**config.mk**
```make
export PLATFORM = sky130hd
export DESIGN_NAME = alarm_input_debounce_event_queue
export DESIGN_NICKNAME = d
export VERILOG_FILES = /design/src/rtl/aidq_pkg.sv /design/src/rtl/aidq_front.sv /design/src/rtl/aidq_cmd_fifo.sv /design/src/rtl/aidq_back.sv /design/src/rtl/alarm_input_debounce_event_queue.sv
export SDC_FILE = /design/constraint.sdc
export NUM_CORES = 1
export LEC_CHECK = 0
export BUFFER_PORTS_ARGS = -buffer_cell sky130_fd_sc_hd__buf_2
export CORE_MARGIN = 4
export CORE_UTILIZATION = 50
export DETAILED_ROUTE_END_ITERATION = 10
export PLACE_DENSITY = 0.61
export REMOVE_ABC_BUFFERS = 1
export SYNTH_ARGS = -nofsm -noshare
export SYNTH_HDL_FRONTEND = slang
export SYNTH_SLANG_ARGS = --single-unit
export TNS_END_PERCENT = 5
```
**constraint.sdc**
```tcl
create_clock -name clk -period 5.8 [get_ports clk]
set_input_delay 0.87 -clock clk [delete_from_list [all_inputs] [get_ports clk]]
set_output_delay 0.87 -clock clk [all_outputs]
set_load 0.005 [all_outputs]
```
**src/rtl/aidq_pkg.sv**
```systemverilog
// Shared types and constants for the alarm input debounce and event queue.
`timescale 1ns / 1ps
package aidq_pkg;

	localparam int QUEUE_DEPTH = 32;
	localparam int PTR_W       = $clog2(QUEUE_DEPTH);
	localparam int TIME_W      = 32;
	localparam int INTERVAL_W  = 16;
	localparam logic [INTERVAL_W-1:0] INTERVAL_RESET = INTERVAL_W'(4);

	// command queue between front and back
	localparam int CQ_DEPTH = 4;
	localparam int CQ_PTR_W = $clog2(CQ_DEPTH);
	localparam int CQ_CNT_W = $clog2(CQ_DEPTH + 1);

	// result queue at the output
	localparam int OQ_DEPTH = 4;
	localparam int OQ_PTR_W = $clog2(OQ_DEPTH);
	localparam int OQ_CNT_W = $clog2(OQ_DEPTH + 1);

	typedef enum logic {
		OP_TICK = 1'b0,
		OP_READ = 1'b1
	} op_t;

	typedef enum logic {
		KIND_PRESS   = 1'b0,
		KIND_RELEASE = 1'b1
	} kind_t;

	typedef struct packed {
		logic operation;
		logic pin_level;
	} in_item_t;

	typedef struct packed {
		logic              event_valid;
		logic              event_kind;
		logic [TIME_W-1:0] event_time;
		logic [PTR_W-1:0]  events_pending;
		logic              dropped;
	} out_item_t;

	typedef struct packed {
		logic              is_read;
		logic              push_en;
		logic              kind;
		logic [TIME_W-1:0] stamp;
	} cmd_t;

	typedef struct packed {
		logic              kind;
		logic [TIME_W-1:0] stamp;
	} event_t;

endpackage

```
**src/rtl/aidq_front.sv**
```systemverilog
// Front end: tick counter, pin debounce and classification of each item into a command.
`timescale 1ns / 1ps
module aidq_front (
	input  logic                                 clk,
	input  logic                                 arst_n,
	input  aidq_pkg::in_item_t                   in_data,
	input  logic                                 accept,
	input  logic                                 cfg_wen,
	input  logic [aidq_pkg::INTERVAL_W-1:0]      cfg_wdata,
	output aidq_pkg::cmd_t                       cmd
);
	import aidq_pkg::*;

	logic [INTERVAL_W-1:0] interval_q;
	logic                  polling_q, polling_d;
	logic [1:0]            conf_q, conf_d;
	logic                  last_q, last_d;
	logic [INTERVAL_W-1:0] wait_q, wait_d;
	logic [TIME_W-1:0]     time_q, time_d;
	logic                  push_en;
	logic                  kind;

	always_comb begin
		polling_d = polling_q;
		conf_d    = conf_q;
		last_d    = last_q;
		wait_d    = wait_q;
		time_d    = time_q;
		push_en   = 1'b0;
		kind      = KIND_PRESS;
		if (in_data.operation == OP_TICK) begin
			time_d = time_q + 1'b1;
			last_d = in_data.pin_level;
			if (!polling_q) begin
				// falling edge: start polling, this tick is the first low sample
				if (last_q && !in_data.pin_level) begin
					polling_d = 1'b1;
					conf_d    = 2'd1;
					wait_d    = interval_q;
				end
			end else if (wait_q <= INTERVAL_W'(1)) begin
				if (!in_data.pin_level) begin
					if (conf_q == 2'd1) begin
						push_en = 1'b1;
						kind    = KIND_PRESS;
					end
					if (conf_q != 2'd2)
						conf_d = conf_q + 2'd1;
					wait_d = interval_q;
				end else begin
					if (conf_q != 2'd0) begin
						push_en = 1'b1;
						kind    = KIND_RELEASE;
					end
					polling_d = 1'b0;
					wait_d    = '0;
				end
			end else begin
				wait_d = wait_q - 1'b1;
			end
		end
	end

	assign cmd = '{is_read: (in_data.operation == OP_READ), push_en: push_en,
		kind: kind, stamp: time_d};

	always_ff @(posedge clk or negedge arst_n) begin
		if (!arst_n) begin
			interval_q <= INTERVAL_RESET;
		end else if (cfg_wen) begin
			interval_q <= cfg_wdata;
		end
	end

	always_ff @(posedge clk or negedge arst_n) begin
		if (!arst_n) begin
			polling_q <= 1'b0;
			conf_q    <= 2'd0;
			last_q    <= 1'b1;
			wait_q    <= '0;
			time_q    <= '0;
		end else if (accept) begin
			polling_q <= polling_d;
			conf_q    <= conf_d;
			last_q    <= last_d;
			wait_q    <= wait_d;
			time_q    <= time_d;
		end
	end

endmodule

```
**src/rtl/aidq_cmd_fifo.sv**
```systemverilog
// Short command queue that decouples the front end from the event queue back end.
`timescale 1ns / 1ps
module aidq_cmd_fifo (
	input  logic           clk,
	input  logic           arst_n,
	input  logic           wr_en,
	input  aidq_pkg::cmd_t wr_data,
	output logic           full,
	input  logic           rd_en,
	output logic           rd_valid,
	output aidq_pkg::cmd_t rd_data
);
	import aidq_pkg::*;

	cmd_t                slot_q [CQ_DEPTH];
	logic [CQ_PTR_W-1:0] wr_ptr_q;
	logic [CQ_PTR_W-1:0] rd_ptr_q;
	logic [CQ_CNT_W-1:0] cnt_q;

	assign full     = (cnt_q == CQ_CNT_W'(CQ_DEPTH));
	assign rd_valid = (cnt_q != '0);
	assign rd_data  = slot_q[rd_ptr_q];

	always_ff @(posedge clk) begin
		if (wr_en)
			slot_q[wr_ptr_q] <= wr_data;
	end

	always_ff @(posedge clk or negedge arst_n) begin
		if (!arst_n) begin
			wr_ptr_q <= '0;
			rd_ptr_q <= '0;
			cnt_q    <= '0;
		end else begin
			if (wr_en)
				wr_ptr_q <= (wr_ptr_q == CQ_PTR_W'(CQ_DEPTH - 1)) ? '0 : wr_ptr_q + 1'b1;
			if (rd_en)
				rd_ptr_q <= (rd_ptr_q == CQ_PTR_W'(CQ_DEPTH - 1)) ? '0 : rd_ptr_q + 1'b1;
			if (wr_en && !rd_en)
				cnt_q <= cnt_q + 1'b1;
			else if (!wr_en && rd_en)
				cnt_q <= cnt_q - 1'b1;
		end
	end

endmodule

```
**src/rtl/aidq_back.sv**
```systemverilog
// Back end: timestamped event store, drop flag and the result queue.
`timescale 1ns / 1ps
module aidq_back (
	input  logic                clk,
	input  logic                arst_n,
	input  logic                cmd_valid,
	input  aidq_pkg::cmd_t      cmd,
	output logic                cmd_take,
	output logic                empty,
	input  logic                pop,
	output aidq_pkg::out_item_t out_data
);
	import aidq_pkg::*;

	event_t              ev_mem [QUEUE_DEPTH];
	logic [PTR_W-1:0]    wp_q, rp_q, wp_d, rp_d;
	logic                drop_q, drop_d;
	logic                ev_full, ev_empty;
	logic                do_write, do_read;
	logic [PTR_W-1:0]    pend;
	logic                drop_rpt;

	// stage 2: memory read data arrives here
	logic                valid_s2;
	logic                hit_s2;
	logic [PTR_W-1:0]    pend_s2;
	logic                drop_s2;
	event_t              ev_s2;
	out_item_t           res_s2;

	// result queue
	out_item_t           oq_q [OQ_DEPTH];
	logic [OQ_PTR_W-1:0] oq_wr_q, oq_rd_q;
	logic [OQ_CNT_W-1:0] oq_cnt_q;
	logic [OQ_CNT_W:0]   oq_use;
	logic                oq_pop;

	function automatic logic [PTR_W-1:0] next_ptr(input logic [PTR_W-1:0] p);
		return (p == PTR_W'(QUEUE_DEPTH - 1)) ? '0 : p + 1'b1;
	endfunction

	// take a command only if the result queue can hold it and the one in flight
	assign oq_use   = {1'b0, oq_cnt_q} + (OQ_CNT_W + 1)'(valid_s2);
	assign cmd_take = cmd_valid && (oq_use < (OQ_CNT_W + 1)'(OQ_DEPTH));

	assign ev_full  = (next_ptr(wp_q) == rp_q);
	assign ev_empty = (wp_q == rp_q);
	assign do_write = cmd_take && !cmd.is_read && cmd.push_en && !ev_full;
	assign do_read  = cmd_take && cmd.is_read && !ev_empty;

	always_comb begin
		wp_d     = do_write ? next_ptr(wp_q) : wp_q;
		rp_d     = do_read ? next_ptr(rp_q) : rp_q;
		drop_d   = drop_q;
		drop_rpt = drop_q;
		if (cmd.is_read) begin
			drop_d = 1'b0;
		end else begin
			// a full queue drops the new event and flags it
			if (cmd.push_en && ev_full)
				drop_d = 1'b1;
			drop_rpt = drop_d;
		end
		if (wp_d >= rp_d)
			pend = wp_d - rp_d;
		else
			pend = PTR_W'(wp_d + PTR_W'(QUEUE_DEPTH) - rp_d);
	end

	always_ff @(posedge clk) begin
		if (do_write)
			ev_mem[wp_q] <= '{kind: cmd.kind, stamp: cmd.stamp};
		if (do_read)
			ev_s2 <= ev_mem[rp_q];
		if (cmd_take) begin
			hit_s2  <= do_read;
			pend_s2 <= pend;
			drop_s2 <= drop_rpt;
		end
	end

	always_ff @(posedge clk or negedge arst_n) begin
		if (!arst_n) begin
			wp_q     <= '0;
			rp_q     <= '0;
			drop_q   <= 1'b0;
			valid_s2 <= 1'b0;
		end else begin
			valid_s2 <= cmd_take;
			if (cmd_take) begin
				wp_q   <= wp_d;
				rp_q   <= rp_d;
				drop_q <= drop_d;
			end
		end
	end

	always_comb begin
		res_s2.event_valid    = hit_s2;
		res_s2.event_kind     = hit_s2 ? ev_s2.kind : 1'b0;
		res_s2.event_time     = hit_s2 ? ev_s2.stamp : '0;
		res_s2.events_pending = pend_s2;
		res_s2.dropped        = drop_s2;
	end

	assign empty    = (oq_cnt_q == '0);
	assign oq_pop   = pop && !empty;
	assign out_data = oq_q[oq_rd_q];

	always_ff @(posedge clk) begin
		if (valid_s2)
			oq_q[oq_wr_q] <= res_s2;
	end

	always_ff @(posedge clk or negedge arst_n) begin
		if (!arst_n) begin
			oq_wr_q  <= '0;
			oq_rd_q  <= '0;
			oq_cnt_q <= '0;
		end else begin
			if (valid_s2)
				oq_wr_q <= (oq_wr_q == OQ_PTR_W'(OQ_DEPTH - 1)) ? '0 : oq_wr_q + 1'b1;
			if (oq_pop)
				oq_rd_q <= (oq_rd_q == OQ_PTR_W'(OQ_DEPTH - 1)) ? '0 : oq_rd_q + 1'b1;
			if (valid_s2 && !oq_pop)
				oq_cnt_q <= oq_cnt_q + 1'b1;
			else if (!valid_s2 && oq_pop)
				oq_cnt_q <= oq_cnt_q - 1'b1;
		end
	end

endmodule

```
**src/rtl/alarm_input_debounce_event_queue.sv**
```systemverilog
// Top level of the alarm input debounce and timestamped event queue.
`timescale 1ns / 1ps
// Takes one item per clock while full is low and gives one result per item, in
// order. Tick items advance the tick counter and sample the active-low pin; read
// items pop one press or release event. A taken item passes through the command
// queue and waits for room in the result queue before the event store access
// (single port, one write or one registered read per cycle), after which it is
// written into the four-entry result queue. full rises only when the result side
// stalls long enough to fill both queues. The event store holds 31 events; further
// events are dropped and reported through dropped until the next read. No clearing
// pass is needed after reset. sample_interval may be written only while no items
// are in flight; a new value takes effect at the next pin sample.
module alarm_input_debounce_event_queue (
	input  logic                            clk,
	input  logic                            arst_n,
	input  logic                            push,
	output logic                            full,
	input  aidq_pkg::in_item_t              in_data,
	output logic                            empty,
	input  logic                            pop,
	output aidq_pkg::out_item_t             out_data,
	input  logic                            cfg_wen,
	input  logic [aidq_pkg::INTERVAL_W-1:0] cfg_wdata
);
	import aidq_pkg::*;

	logic accept;
	cmd_t front_cmd;
	logic cq_valid;
	cmd_t cq_cmd;
	logic cq_take;

	assign accept = push && !full;

	aidq_front u_front (
		.clk       (clk),
		.arst_n    (arst_n),
		.in_data   (in_data),
		.accept    (accept),
		.cfg_wen   (cfg_wen),
		.cfg_wdata (cfg_wdata),
		.cmd       (front_cmd)
	);

	aidq_cmd_fifo u_cmd_fifo (
		.clk      (clk),
		.arst_n   (arst_n),
		.wr_en    (accept),
		.wr_data  (front_cmd),
		.full     (full),
		.rd_en    (cq_take),
		.rd_valid (cq_valid),
		.rd_data  (cq_cmd)
	);

	aidq_back u_back (
		.clk       (clk),
		.arst_n    (arst_n),
		.cmd_valid (cq_valid),
		.cmd       (cq_cmd),
		.cmd_take  (cq_take),
		.empty     (empty),
		.pop       (pop),
		.out_data  (out_data)
	);

endmodule

```
# Word level (Yosys, flattened, before mapping)
# Memory sizes are Yosys's and may differ from the RTL's. A register that Yosys moved wholly into a read port is not among the register bits.
# Index checks and enable logic that the tools add are counted.
# totals
memories	3
input_bits	23
ff_bits	101
mem_bits_rw	1356
out_inout_bits	42
word_cells	134
# memory_table
name	depth	word_bits	read_ports	rd_ports_with_merged_regs	wr	line	rtl
u_back.ev_mem	32	33	1	1	1	aidq_back.sv:15	event_t ev_mem [QUEUE_DEPTH];
u_back.oq_q	4	40	1	0	1	aidq_back.sv:32	out_item_t oq_q [OQ_DEPTH];
u_cmd_fifo.slot_q	4	35	1	0	1	aidq_cmd_fifo.sv:15	cmd_t slot_q [CQ_DEPTH];
# op_classes
reduce_logical	33
n_eq_ne	14
n_lt_le_gt_ge	2
bitwise_logic	1
n_addsub	15
mux	47
# ops
operator	count
$mux W16	4
$mux W32	2
$add A32 B1 Y32 const B	1
$mux W1	24
$mux W5	4
$mux W2	9
$le A16 B1 Y1 const B	1
$sub A16 B1 Y16 const B	1
$logic_and A1 B1 Y1	14
$mux W3	4
$add A2 B1 Y2 const B	5
$add A5 B1 Y5 const B	2
$eq A5 B5 Y1	2
$eq A5 B5 Y1 const B	2
$logic_not A1 Y1	10
$eq A2 B2 Y1 const B	4
$ne A2 B2 Y1 const B	4
$reduce_bool A2 Y1	4
$add A3 B1 Y3 const B	2
$reduce_and A6 Y1	1
$sub A3 B1 Y3 const B	2
$sub A5 B5 Y5	1
$add A3 B1 Y4	1
$lt A4 B3 Y1 const B	1
7 further kinds	7

# Depth between registers and ports, before layout
# Gate-level depths: netlist of the first run.
# logic_depth
word_depth	8
mapped_depth	18
depth_no_buf	15

# Modules after synthesis
# From an unflattened synthesis of the first run, not the netlist that was laid out.
# unflattened
cells_unflattened	2593
hier_area_um2	58150.8
# by_module_without_submodules
mod	seq_area_each_um2	cells_per_inst	area_each_um2	instances
aidq_back	38191.6	1977	48754.3	1
aidq_cmd_fifo	4379.2	220	5522.8	1
aidq_front	1704.1	395	3860.0	1
alarm_input_debounce_event_queue	0.0	1	13.8	1

# Worst setup path after synthesis of the first run
# OpenSTA, ideal clock, no wires.
# synth_timing
kind	flip-flop to flip-flop
startpoint	register u_back.wp_q[0]
endpoint	memory u_back.ev_mem[3][0] in the netlist's numbering (enable)
t_arrival_ps	4277
path_buffers	4
t_required_ps	5357
setup_time_ps	443
stages_incl_launch_ff	14
synth_period_minus_slack_ps	4720
setup_slack_ps	1080
cell_sequence	dfrtp_1 > ha_1 > clkbuf_1 > and3_1 > ha_1 > buf_2 > nor2b_1 > mux2i_1 > or2_0 > a31oi_2 > buf_4 > buf_6 > nand2_1 > nor4_2
# synth_between
elab_chain_len	7
word_cells_on_any_way	8
classes_between	1 x add/sub; 2 x eq/ne; 3 x mux; 2 x reduce/logical
# synth_lines
element	line	rtl
start: declaration	aidq_back.sv:16	logic [PTR_W-1:0] wp_q, rp_q, wp_d, rp_d;
start signal: assignment	aidq_back.sv:91	wp_q <= wp_d;
$add A5 B1 Y5 or $eq A5 B5 Y1 (tied branches)	aidq_back.sv:39	return (p == PTR_W'(QUEUE_DEPTH - 1)) ? '0 : p + 1'b1;
$mux W5	aidq_back.sv:39	
$eq A5 B5 Y1	aidq_back.sv:46	assign ev_full = (next_ptr(wp_q) == rp_q);
$logic_not A1 Y1	aidq_back.sv:48	assign do_write = cmd_take && !cmd.is_read && cmd.push_en && !ev_full;
$logic_and A1 B1 Y1	aidq_back.sv:48	
$mux W1	aidq_back.sv:71	if (do_write)
$mux W1 (implied by the code)	aidq_back.sv:72	ev_mem[wp_q] <= '{kind: cmd.kind, stamp: cmd.stamp};
end: declaration	aidq_back.sv:15	
# Parallel ways exist; a longest one is shown, timed or not.

# Worst setup path in the final report of the first run
# layout_timing
startpoint	register u_back.wp_q[0]
endpoint	register u_back.pend_s2[4] (data pin)
# layout_between
elab_chain_len	7
word_cells_on_any_way	12
classes_between	2 x add/sub; 3 x eq/ne; 3 x mux; 4 x reduce/logical
# layout_lines
element	line	rtl
$add A5 B1 Y5 or $eq A5 B5 Y1 (tied branches)	aidq_back.sv:39	
$mux W5	aidq_back.sv:39	
$eq A5 B5 Y1	aidq_back.sv:46	
$logic_not A1 Y1	aidq_back.sv:48	
$logic_and A1 B1 Y1	aidq_back.sv:48	
$mux W5	aidq_back.sv:52	wp_d = do_write ? next_ptr(wp_q) : wp_q;
$sub A5 B5 Y5 *	aidq_back.sv:65, aidq_back.sv:67	
named net u_back.pend[4]	aidq_back.sv:20	logic [PTR_W-1:0] pend;
end signal: assignment	aidq_back.sv:77	pend_s2 <= pend;
end: declaration	aidq_back.sv:26	logic [PTR_W-1:0] pend_s2;
# The timed path passes the listed nets; every way through them passes the cells marked *.
# A chain may end at the register's enable or synchronous reset.

==> results.md, run 1 <==
Route:
- The pre-antenna-repair detailed-routing pass consisted of 7 iterations.
- The aggregate routed wire length is 131,000 µm.
- The count of vias placed by the detailed router is 26,640.
- The per-cell via count in the routed design is 6.110.
- The count of nets left with antenna violations once routing finished came out at 0.
- The wire length per cell is 30.03 µm.
- The initial detailed-routing violation count is 3,022.
- For this run, design rule violations remaining after detail routing come to 0.

Power and ir drop:
- The analysis attributes to cell leakage a power of 21.01 nW.
- The relative contribution of sequential cells to total power is 0.462.
- In this run the power spent charging and discharging nets is 9.914 mW.
- Across the VDD grid, the largest voltage drop is 0.3938 mV.
- The share of total power in the clock network is 0.272.
- Cell internal power was estimated by the tool at 23.88 mW.
- The power density of the placed cells is 520.1 mW/mm².
- Of the total power, the share spent switching nets is 0.2934.
- The combinational fraction of design power is 0.266.

CTS:
- The clock-pin slew reported for the worst setup and hold paths after clock tree synthesis is 0.06 ns.
- The clock latency at the later pin of the worst-skew pair is 0.75 ns.
- The number of instances resized during post-cts repair is 0.
- In this run the number of H-tree levels came out at 4.
- Clock tree synthesis found a total of 1,490 sinks.
- The clock tree from TritonCTS is done.
- The number of buffers inserted by hold repair at cts is 0.
- Post-CTS timing repair inserted 0 buffers for setup.
- The maximum clock path buffer count is 3.
- The clock root buffer is sky130_fd_sc_hd__clkbuf_16.
- The number of clock buffers added by TritonCTS is 151.

Timing:
- For the final database, setup skew stands at 0.03564 ns.
- The number of slew-limit violations in the final report is 0.
- Setup repair after global routing left no endpoint under its margin.
- The post-route minimum period is 4.456 ns.
- Dividing the final minimum period by the clock period gives 0.7683.
- The maximum clock frequency is 224.4 MHz.
- The number of failing hold endpoints at the final stage was 0.
- The transition time at the pin with the least slew margin is 1.265 ns.
- The final hold slack is 0.1840 ns.
- Headroom to the max-slew limit came out at 0.1567.
- Setup violations remaining at the end of the flow were counted as 0.

Logic synthesis:
- The share of synthesized area in the top cell type comes to 0.7220.
- Of the total synthesized cell area, the portion taken by full adders, half adders and majority gates is 0.007068.
- Yosys printed 0 warnings.
- The synthesized netlist contains 65 unique library cells.
- The cell area after technology mapping is 0.05806 mm².
- The portion of netlist area occupied by mux cells is 0.1705.
- Of the total synthesized cell area, the portion taken by AND, OR, NAND and NOR gates is 0.02720.
- After technology mapping, the gate count stands at 2,594.
- The fraction of the mapped netlist area in compound gates is 0.008641.
- The cell accounting for the most synthesized area is sky130_fd_sc_hd__edfxtp_1.
- The combinational family with the most area after synthesis is multiplexers.
- The commonest cells after synthesis are sky130_fd_sc_hd__edfxtp_1, sky130_fd_sc_hd__mux4_2, sky130_fd_sc_hd__dfrtp_1, sky130_fd_sc_hd__clkbuf_1, sky130_fd_sc_hd__mux2_2.
- Averaged over all synthesized cells, the footprint is 22.38 µm².
- Counting flops with a built-in enable in the synthesized netlist gives 1,396.
- The synthesized-area fraction occupied by xor and xnor cells is 0.01207.
- Counting flops and latches in the post-synthesis netlist gives 1,490.
- Ranked by total cell area, the synthesized netlist is headed by sky130_fd_sc_hd__edfxtp_1, sky130_fd_sc_hd__mux4_2, sky130_fd_sc_hd__dfrtp_1.
- The dominant synthesized flop cell is sky130_fd_sc_hd__edfxtp_1.
- The cell with the most instances after synthesis is sky130_fd_sc_hd__edfxtp_1.
- Of all flip-flops after synthesis, the portion carrying an async set or reset was 0.06309.
- Of the synthesized area, sequential elements account for 0.7625.

Global routing:
- Entering global routing, the biggest net connects 169 pins.
- The first-pass GRT wire length is 192,200 µm.
- The number of antenna violations at the first check in global routing is 7.
- The global-route usage over all layers is 0.2200.
- The total congestion overflow is 0.
- The number of global-route vias before repair came to 27,810.

Final layout:
- The area growth from synthesis to layout is 11.91%.
- The multi-input combinational cells in the finished layout cover a total of 0.01319 mm².
- The number of filler instances in the final layout is 8,400.
- In the final design database the tool counted 2,792 nets.
- Of the cells placed in the final design, the portion with a size suffix greater than 1 is 0.2943.
- The end-of-flow core utilization is 0.5660.
- The design area is 0.06498 mm².
- The footprint of the flip-flops and latches is 0.04430 mm².

Critical path:
- STA classifies the critical path startpoint as a flip-flop.
- Along the worst path, the maximum fanout reaches 38.
- The critical path goes through ha_1 -> and3_1 -> ha_1 -> nor2b_1 -> xor2_1 -> nor4b_1 -> a31oi_2 -> buf_4 -> mux2i_1 -> ha_1 -> fa_1 -> inv_1 -> a21o_1 -> a21oi_1 -> xor2_1 -> xor2_1.
- STA puts the critical path data required time at 6.26 ns.
- The worst endpoint data arrival time is 4.91 ns.
- The delay of the slowest critical-path stage is 0.50 ns.
- The number of cells on the worst reg-to-reg path is 16.
- The critical path in this run is classified as flip-flop to flip-flop.
- The launch instance of the worst register-to-register path is u_back.wp_q[0].
- The capture instance of the worst register-to-register path is u_back.pend_s2[4].
- The worst-case register-to-register setup slack is 1.34 ns.
- The largest individual stage delay along the critical path comes from the cell sky130_fd_sc_hd__dfrtp_1.
- STA classifies the critical path endpoint as a flip-flop.
- Grouping stages by cell kind, the critical path spends the most delay in adder cells.
- Together, buffers and inverters on the worst path number 2.

Placed design:
- Summing all placed instances gives a cell area of 0.06035 mm².
- The final RePlAce weighted congestion is 0.8052.
- The post-DP HPWL is 74,000 µm.
- Port buffering added 64 buffers.

Worst hold path:
- In this run the worst hold path is classified as primary input to async pin.

Floorplanning:
- The die is 348.8 µm tall.
- The floorplan die area is 0.1216 mm².
- The floorplan has 124 rows.
- In this run the count of I/O pins placed on the die edge is 65.
- The starting density of the core is 0.5057.
- The chip width is 348.8 µm.
- The placeable core area is 0.1148 mm².

Run status:
- The run finished with clean final reports.

Job:
- Across the run, the number of max-cap violations was 0.
worst register-to-register path, stage by stage (launching register included):
cell,delay [ns]
sky130_fd_sc_hd__dfrtp_1,0.50
sky130_fd_sc_hd__ha_1,0.43
sky130_fd_sc_hd__and3_1,0.22
sky130_fd_sc_hd__ha_1,0.35
sky130_fd_sc_hd__nor2b_1,0.14
sky130_fd_sc_hd__xor2_1,0.16
sky130_fd_sc_hd__nor4b_1,0.49
sky130_fd_sc_hd__a31oi_2,0.14
sky130_fd_sc_hd__buf_4,0.26
sky130_fd_sc_hd__mux2i_1,0.18
sky130_fd_sc_hd__ha_1,0.26
sky130_fd_sc_hd__fa_1,0.45
sky130_fd_sc_hd__inv_1,0.08
sky130_fd_sc_hd__a21o_1,0.12
sky130_fd_sc_hd__a21oi_1,0.07
sky130_fd_sc_hd__xor2_1,0.17
sky130_fd_sc_hd__xor2_1,0.15
cell type report:
cell class                 instances  area share
antenna                            4   0.0001540
clock buffer                     197     0.06206
sequential                      1490      0.6817
tap                             1512     0.02911
timing repair buffer             123     0.01352
clock inverter                    62    0.008973
multi-input combinational        946      0.2030
inverter                          26    0.001502
power groups by stage:
stage / registers (mW) / logic, mW / clock network, mW
floorplan: 16.0 / 5.84 / 0
global placement: 15.8 / 8.95 / 0
detailed placement: 15.8 / 9.18 / 0
CTS: 15.6 / 9.19 / 9.40
global route: 15.7 / 9.74 / 9.90
finish: 15.6 / 8.99 / 9.20
flip-flops by register name, indices dropped and copies added, names as in the netlist, 2 cells and up:
name,cells
u_front.interval_q,16
u_back.oq_q,160
u_cmd_fifo.wr_ptr_q,2
u_cmd_fifo.cnt_q,3
u_cmd_fifo.rd_ptr_q,2
u_front.time_q,32
u_cmd_fifo.slot_q,140
u_front.wait_q,16
u_back.pend_s2,5
u_back.ev_mem,1056
u_back.ev_s2,33
u_back.rp_q,5
u_back.oq_wr_q,2
u_back.wp_q,5
u_back.oq_rd_q,2
u_back.oq_cnt_q,3
u_front.conf_q,2
layout by cell type (no fill, tap or decap), types with 8 or more instances in the layout:
cell / Yosys / layout
sky130_fd_sc_hd__clkinv_1: 1 / 28
sky130_fd_sc_hd__and2_1: 40 / 36
sky130_fd_sc_hd__edfxtp_1: 1396 / 1396
sky130_fd_sc_hd__inv_1: 24 / 23
sky130_fd_sc_hd__clkbuf_16: 0 / 152
sky130_fd_sc_hd__buf_2: 27 / 63
sky130_fd_sc_hd__nand3_1: 15 / 15
sky130_fd_sc_hd__xnor2_1: 36 / 36
sky130_fd_sc_hd__bufinv_16: 0 / 11
sky130_fd_sc_hd__nor3_1: 21 / 21
sky130_fd_sc_hd__buf_12: 0 / 9
sky130_fd_sc_hd__and3_2: 0 / 28
sky130_fd_sc_hd__xor2_1: 44 / 44
sky130_fd_sc_hd__nor2_1: 54 / 54
sky130_fd_sc_hd__a221o_1: 9 / 9
sky130_fd_sc_hd__nand2_1: 58 / 58
sky130_fd_sc_hd__buf_4: 8 / 51
sky130_fd_sc_hd__mux4_2: 398 / 398
sky130_fd_sc_hd__o21ai_0: 22 / 22
sky130_fd_sc_hd__clkinv_2: 0 / 17
sky130_fd_sc_hd__mux2_2: 61 / 61
sky130_fd_sc_hd__ha_1: 28 / 28
sky130_fd_sc_hd__and3_1: 36 / 8
sky130_fd_sc_hd__dfrtp_1: 92 / 84
sky130_fd_sc_hd__clkbuf_1: 70 / 39
sky130_fd_sc_hd__a21oi_1: 14 / 14
per-layer routing:
metal  track usage  share of wire  routed length (µm)
met5             0              0                   0
met4       0.07157          0.031                4092
met3       0.04404          0.067                8763
met2        0.3578           0.50               64850
met1        0.3041           0.41               53240
stage by stage:
stage	setup slack, ns	TNS [ns]	instances	total power, mW
final	1.344	0	4360	33.79
after detailed placement	1.496	0	4097	25.02
after floorplan	-8.184	-8174.35	2462	21.89
after global routing	1.039	0	4360	35.37
after CTS	1.455	0	4356	34.21
after global placement	1.512	0	4097	24.72
kinds of logic (layout without fill, tap and decap cells):
kind of cell	Yosys count	in the layout
xor gates and xnor gates	80	80
DFF	1490	1490
AOI/OAI and AO/OA	75	75
other	0	4
adders and majority gates	31	31
and+or+nand+nor	288	288
muxes	472	472
buffers and inverters	158	408
worst max-delay path by stage:
| stage | from | endpoint | slack (ns) | depth (start not counted) |
|---|---|---|---|---|
| global route | u_back.wp_q[0] | u_back.pend_s2[4] | 1.04 | 16 |
| finish | u_back.wp_q[0] | u_back.pend_s2[4] | 1.34 | 16 |
| floorplan | u_back.rp_q[0] | u_back.ev_mem[0][0] | -8.18 | 6 |
| CTS | u_back.wp_q[4] | u_back.pend_s2[4] | 1.46 | 14 |
| global placement | u_back.wp_q[4] | u_back.pend_s2[4] | 1.51 | 14 |
| detailed placement | u_back.wp_q[0] | u_back.pend_s2[4] | 1.50 | 16 |
Power figures use the tool's default switching activity.
==> run 2, diff against run 1 <==
--- a/config.mk
+++ b/config.mk
@@ -5,6 +5,7 @@
 export SDC_FILE = /design/constraint.sdc
 export NUM_CORES = 1
 export LEC_CHECK = 0
+export ABC_AREA = 1
 export BUFFER_PORTS_ARGS = -buffer_cell sky130_fd_sc_hd__buf_2
 export CORE_MARGIN = 4
 export CORE_UTILIZATION = 50
==> constraint.sdc (replaced) <==
create_clock -name clk -period 4.3 [get_ports clk]
set_input_delay 0.645 -clock clk [delete_from_list [all_inputs] [get_ports clk]]
set_output_delay 0.645 -clock clk [all_outputs]
set_load 0.005 [all_outputs]
==> run 2 against run 1 <==
Against the previous run: sequential power rose by 34%; cell count rose by 46%; clock skew fell by 0.011 ns; first-iteration DRC count rose by 25%; fmax rose by 21%; critical path depth rose by 8; critical path type unchanged; largest power group unchanged.
==> results.md, run 2 <==
Run status:
- The flow ran to the end, and the final reports show no timing, DRC or antenna violations.

Logic synthesis:
- The sequential fraction of the synthesis area is 0.7412 (-0.02137).
- The count of synthesis-stage warnings from yosys is 0 (unchanged).
- The largest total area in the synthesized netlist belongs to sky130_fd_sc_hd__edfxtp_1.
- By area the synthesized netlist is led by sky130_fd_sc_hd__edfxtp_1, sky130_fd_sc_hd__o21ai_0, sky130_fd_sc_hd__nor2_1.
- Among all cell types in the netlist, the one instantiated most often is sky130_fd_sc_hd__edfxtp_1.
- The area share of the largest cell type after synthesis is 0.7018 (-0.02023).
- The synthesis-stage register bit count came to 1,490 (unchanged).
- The number of standard cells after synthesis came to 4,623 (+78%).
- The cell area after technology mapping was 0.05974 mm² (+2.9%).
- The post-synthesis cell type count is 46 (-29%).
- In the synthesized netlist, the cells that appear most often are sky130_fd_sc_hd__edfxtp_1, sky130_fd_sc_hd__nor2_1, sky130_fd_sc_hd__o21ai_0, sky130_fd_sc_hd__nand2_1, sky130_fd_sc_hd__o221ai_1.
- The proportion of register bits with asynchronous set or reset after synthesis is 0.06309 (unchanged).
- The mean area per synthesized cell is 12.92 µm² (-42%).
- In the synthesized netlist the dominant register cell turns out to be sky130_fd_sc_hd__edfxtp_1.
- The number of synthesized flops with an enable pin was 1,396 (unchanged).

Timing:
- The number of setup violations in the final report is 0 (unchanged).
- Setup repair after global routing left no endpoint under its margin.
- The total negative setup slack came to 0 ns (unchanged).
- The final hold slack is 0.02686 ns (-0.1572 ns).
- The portion of the clock cycle consumed by the worst path in the final layout is 0.8537 (+0.08538).
- The post-route minimum period came to 3.671 ns (-0.7853 ns).
- The clock skew after layout is 0.02463 ns (-0.01101 ns).
- The setup slack of the critical path after layout is 0.6292 ns (-0.7147 ns).
- The transition time at the pin with the least slew margin is 1.317 ns (+0.05162 ns).
- The maximum clock frequency is 272.4 MHz (+21%).
- The worst-case headroom to the max-slew limit was 0.1142 (-0.04251).
- The number of failing hold endpoints at the final stage was 0 (unchanged).
- The number of slew-limit violations in the final report is 0 (unchanged).

Final layout:
- The footprint of the flip-flops and latches is 0.04429 mm² (about the same).
- From synthesis to final layout, the design area changed by 12.97%.
- In the final layout, the registers with the most flip-flops are u_back.ev_mem x1056, u_back.oq_q x160, u_cmd_fifo.slot_q x140.
- The end-of-flow core utilization was 0.5700 (+0.004026).
- The library cell used most frequently in the layout, excluding fill and tap cells, is sky130_fd_sc_hd__edfxtp_1.
- The register with the most flip-flops is u_back.ev_mem.
- The net count of the finished layout was 4,692 (+68%).
- The number of filler instances in the final layout is 9,554 (+14%).
- The layout cell share with drive strength beyond 1 is 0.1088 (-0.1855).
- The number of flip-flops under the largest register name is 1,056 (unchanged).
- The total area of multi-input combinational cells is 0.01426 mm² (+8.1%).
- The top cell types in the final layout, fill and taps aside, are sky130_fd_sc_hd__edfxtp_1, sky130_fd_sc_hd__nor2_1, sky130_fd_sc_hd__o21ai_0.

Power and ir drop:
- The static power due to leakage came to 22.68 nW (+7.9%).
- The overall power of the completed layout is 50.94 mW (+51%).
- The power density of the placed cells is 754.9 mW/mm² (+45%).
- The maximum vdd ir drop came to 0.6660 mV (+69%).

Critical path:
- The setup path with the least slack is of type flip-flop to flip-flop.
- The highest fanout seen on the critical path is 14 (-63%).
- The worst endpoint data arrival time is 4.19 ns (-0.72 ns).
- The worst setup path is launched from a flip-flop.
- The type of element capturing the critical path is a flip-flop.
- The required time at the worst-slack endpoint is 4.82 ns (-1.44 ns).

Floorplanning:
- The starting density of the core is 0.5045 (-0.001177).
- The die height is 353.6 µm (+1.4%).
- The placeable core area is 0.1184 mm² (+3.1%).
- The floorplan die area is 0.1251 mm² (+2.8%).
- The row count is 126 (+1.6%).
- The number of placed I/O pins is 65 (unchanged).
- The chip width came to 353.6 µm (+1.4%).

Worst hold path:
- The class of the tightest hold or removal check is primary input to async pin.

CTS:
- The maximum clock path buffer count is 3 (unchanged).
- The number of sinks on the clock net is 1,490 (unchanged).
- The clock latency at the later pin of the worst-skew pair is 0.77 ns (+0.02 ns).
- The number of buffers created by CTS is 155 (+2.6%).
- The clock-pin slew reported for the worst setup and hold paths after clock tree synthesis is 0.06 ns (about the same).
- TritonCTS built the clock tree.
- The clock root buffer is sky130_fd_sc_hd__clkbuf_16.
- The H-tree depth is 4 (unchanged).
- The number of instances resized during post-cts repair was 0 (unchanged).
- The number of setup buffers added after CTS is 0 (unchanged).
- The number of buffers inserted by hold repair at cts is 0 (unchanged).

Placed design:
- The post-DP HPWL came to 83,910 µm (+13%).
- The final RePlAce weighted congestion came to 0.8527 (+5.9%).
- The number of buffers inserted by port buffering is 64 (unchanged).
- The post-place setup slack is 0.6518 ns (-0.8438 ns).

Route:
- The DRC violation count after routing is 0 (unchanged).
- The per-cell via count in the routed design is 5.910 (-3.3%).
- The wire length per cell is 24.02 µm (-20%).
- The initial detailed-routing violation count is 3,773 (+25%).
- The number of antenna-violating nets in the routed design is 0 (unchanged).
- The aggregate routed wire length is 152,900 µm (+17%).
- The length of the first detailed-routing pass in iterations is 5 (-2).
- The count of vias placed by the detailed router is 37,610 (+41%).

Global routing:
- The first-pass GRT wire length is 231,000 µm (+20%).
- The total congestion overflow is 0 (unchanged).
- The number of global-route vias before repair is 36,780 (+32%).
- The global-route usage over all layers is 0.2431 (+0.02307).
- The largest net degree at the start of global routing came to 196 (+16%).
- The number of antenna violations at the first check in global routing is 6 (-1).

Job:
- The reported max-cap violation count is 0 (unchanged).
## run 2: cell count changes after synthesis, sizes merged, moves of 46 or more
| cell | before | now |
|---|---|---|
| clkbuf | 70 | 201 |
| inv | 25 | 139 |
| mux2 | 63 | 17 |
| mux4 | 405 | 0 |
| nand2 | 58 | 476 |
| nand3 | 17 | 197 |
| nor2 | 54 | 803 |
| o21ai | 30 | 723 |
| o221ai | 1 | 264 |
| o22ai | 3 | 75 |
## run 2: layer usage
metal	vias up	GRT usage	wire, µm
met5	-	0	0
met4	0	0.09985	6141
met3	266	0.03884	10400
met2	1407	0.3884	71920
met1	18870	0.3358	64400
li1	17070	-	-
## run 2: final cells by class
| cell class | count | area share |
|---|---|---|
| clock inverters | 92 | 0.01266 |
| well taps | 1600 | 0.02966 |
| clock buffers | 190 | 0.06096 |
| flip-flops and latches | 1490 | 0.6563 |
| repair buffers | 159 | 0.02073 |
| diodes | 1 | 0.00003708 |
| multi-input cells | 2689 | 0.2112 |
| inverters | 143 | 0.008362 |
## run 2: stage by stage
step           std cells  cell area [µm²]
6_report            6364            67490
5_1_grt             6363            67480
4_1_cts             6363            67480
3_5_place_dp        6081            62520
3_3_place_gp        6081            62520
2_1_floorplan       4322            58410
## run 2: path summary, 6_finish.rpt
path	slack, ns	cells after the start	end	start
max	0.63	24	u_back.pend_s2[4]	u_back.wp_q[0]
min	0.03	1	u_front.wait_q[3]	arst_n
max reg2reg	0.63	24	u_back.pend_s2[4]	u_back.wp_q[0]
min reg2reg	0.49	2	u_front.wait_q[14]	u_front.interval_q[14]
max in group asynchronous	3.26	2	u_front.last_q	arst_n
min in group clk	0.11	3	u_front.interval_q[11]	cfg_wdata[11]
## run 2: cell families after synthesis
kind of cell / Yosys count / synth area share
simple gates: 1522 / 0.1030
mux: 17 / 0.003205
flops: 1490 / 0.7412
fa+ha+maj: 31 / 0.006870
compound gates: 1084 / 0.1095
buf+inv: 444 / 0.03117
xor+xnor: 35 / 0.005132
## run 2: power by group
| group | internal (mW) | leakage, nW | switching, mW |
|---|---|---|---|
| clock | 7.55 | 2.41 | 5.56 |
| sequential | 20.2 | 13.9 | 0.701 |
| combinational | 4.07 | 6.40 | 12.8 |
## run 2: worst max-delay path: stages (launching register included)
cell	delay, ns
sky130_fd_sc_hd__dfrtp_1	0.47
sky130_fd_sc_hd__ha_1	0.28
sky130_fd_sc_hd__nand2_1	0.12
sky130_fd_sc_hd__nor2_1	0.06
sky130_fd_sc_hd__ha_1	0.19
sky130_fd_sc_hd__inv_1	0.14
sky130_fd_sc_hd__nand2_1	0.13
sky130_fd_sc_hd__nand2_1	0.08
sky130_fd_sc_hd__nand2_1	0.05
sky130_fd_sc_hd__nor2_1	0.09
sky130_fd_sc_hd__nand2_1	0.05
sky130_fd_sc_hd__nor2_1	0.08
sky130_fd_sc_hd__nand2_1	0.11
sky130_fd_sc_hd__nand2_2	0.25
sky130_fd_sc_hd__o21ai_2	0.11
sky130_fd_sc_hd__ha_1	0.23
sky130_fd_sc_hd__fa_1	0.43
sky130_fd_sc_hd__inv_1	0.07
sky130_fd_sc_hd__a31oi_1	0.10
sky130_fd_sc_hd__inv_1	0.07
sky130_fd_sc_hd__nand3_1	0.07
sky130_fd_sc_hd__nand2_1	0.09
sky130_fd_sc_hd__clkinv_1	0.06
sky130_fd_sc_hd__nand2_1	0.05
sky130_fd_sc_hd__nand2_1	0.04
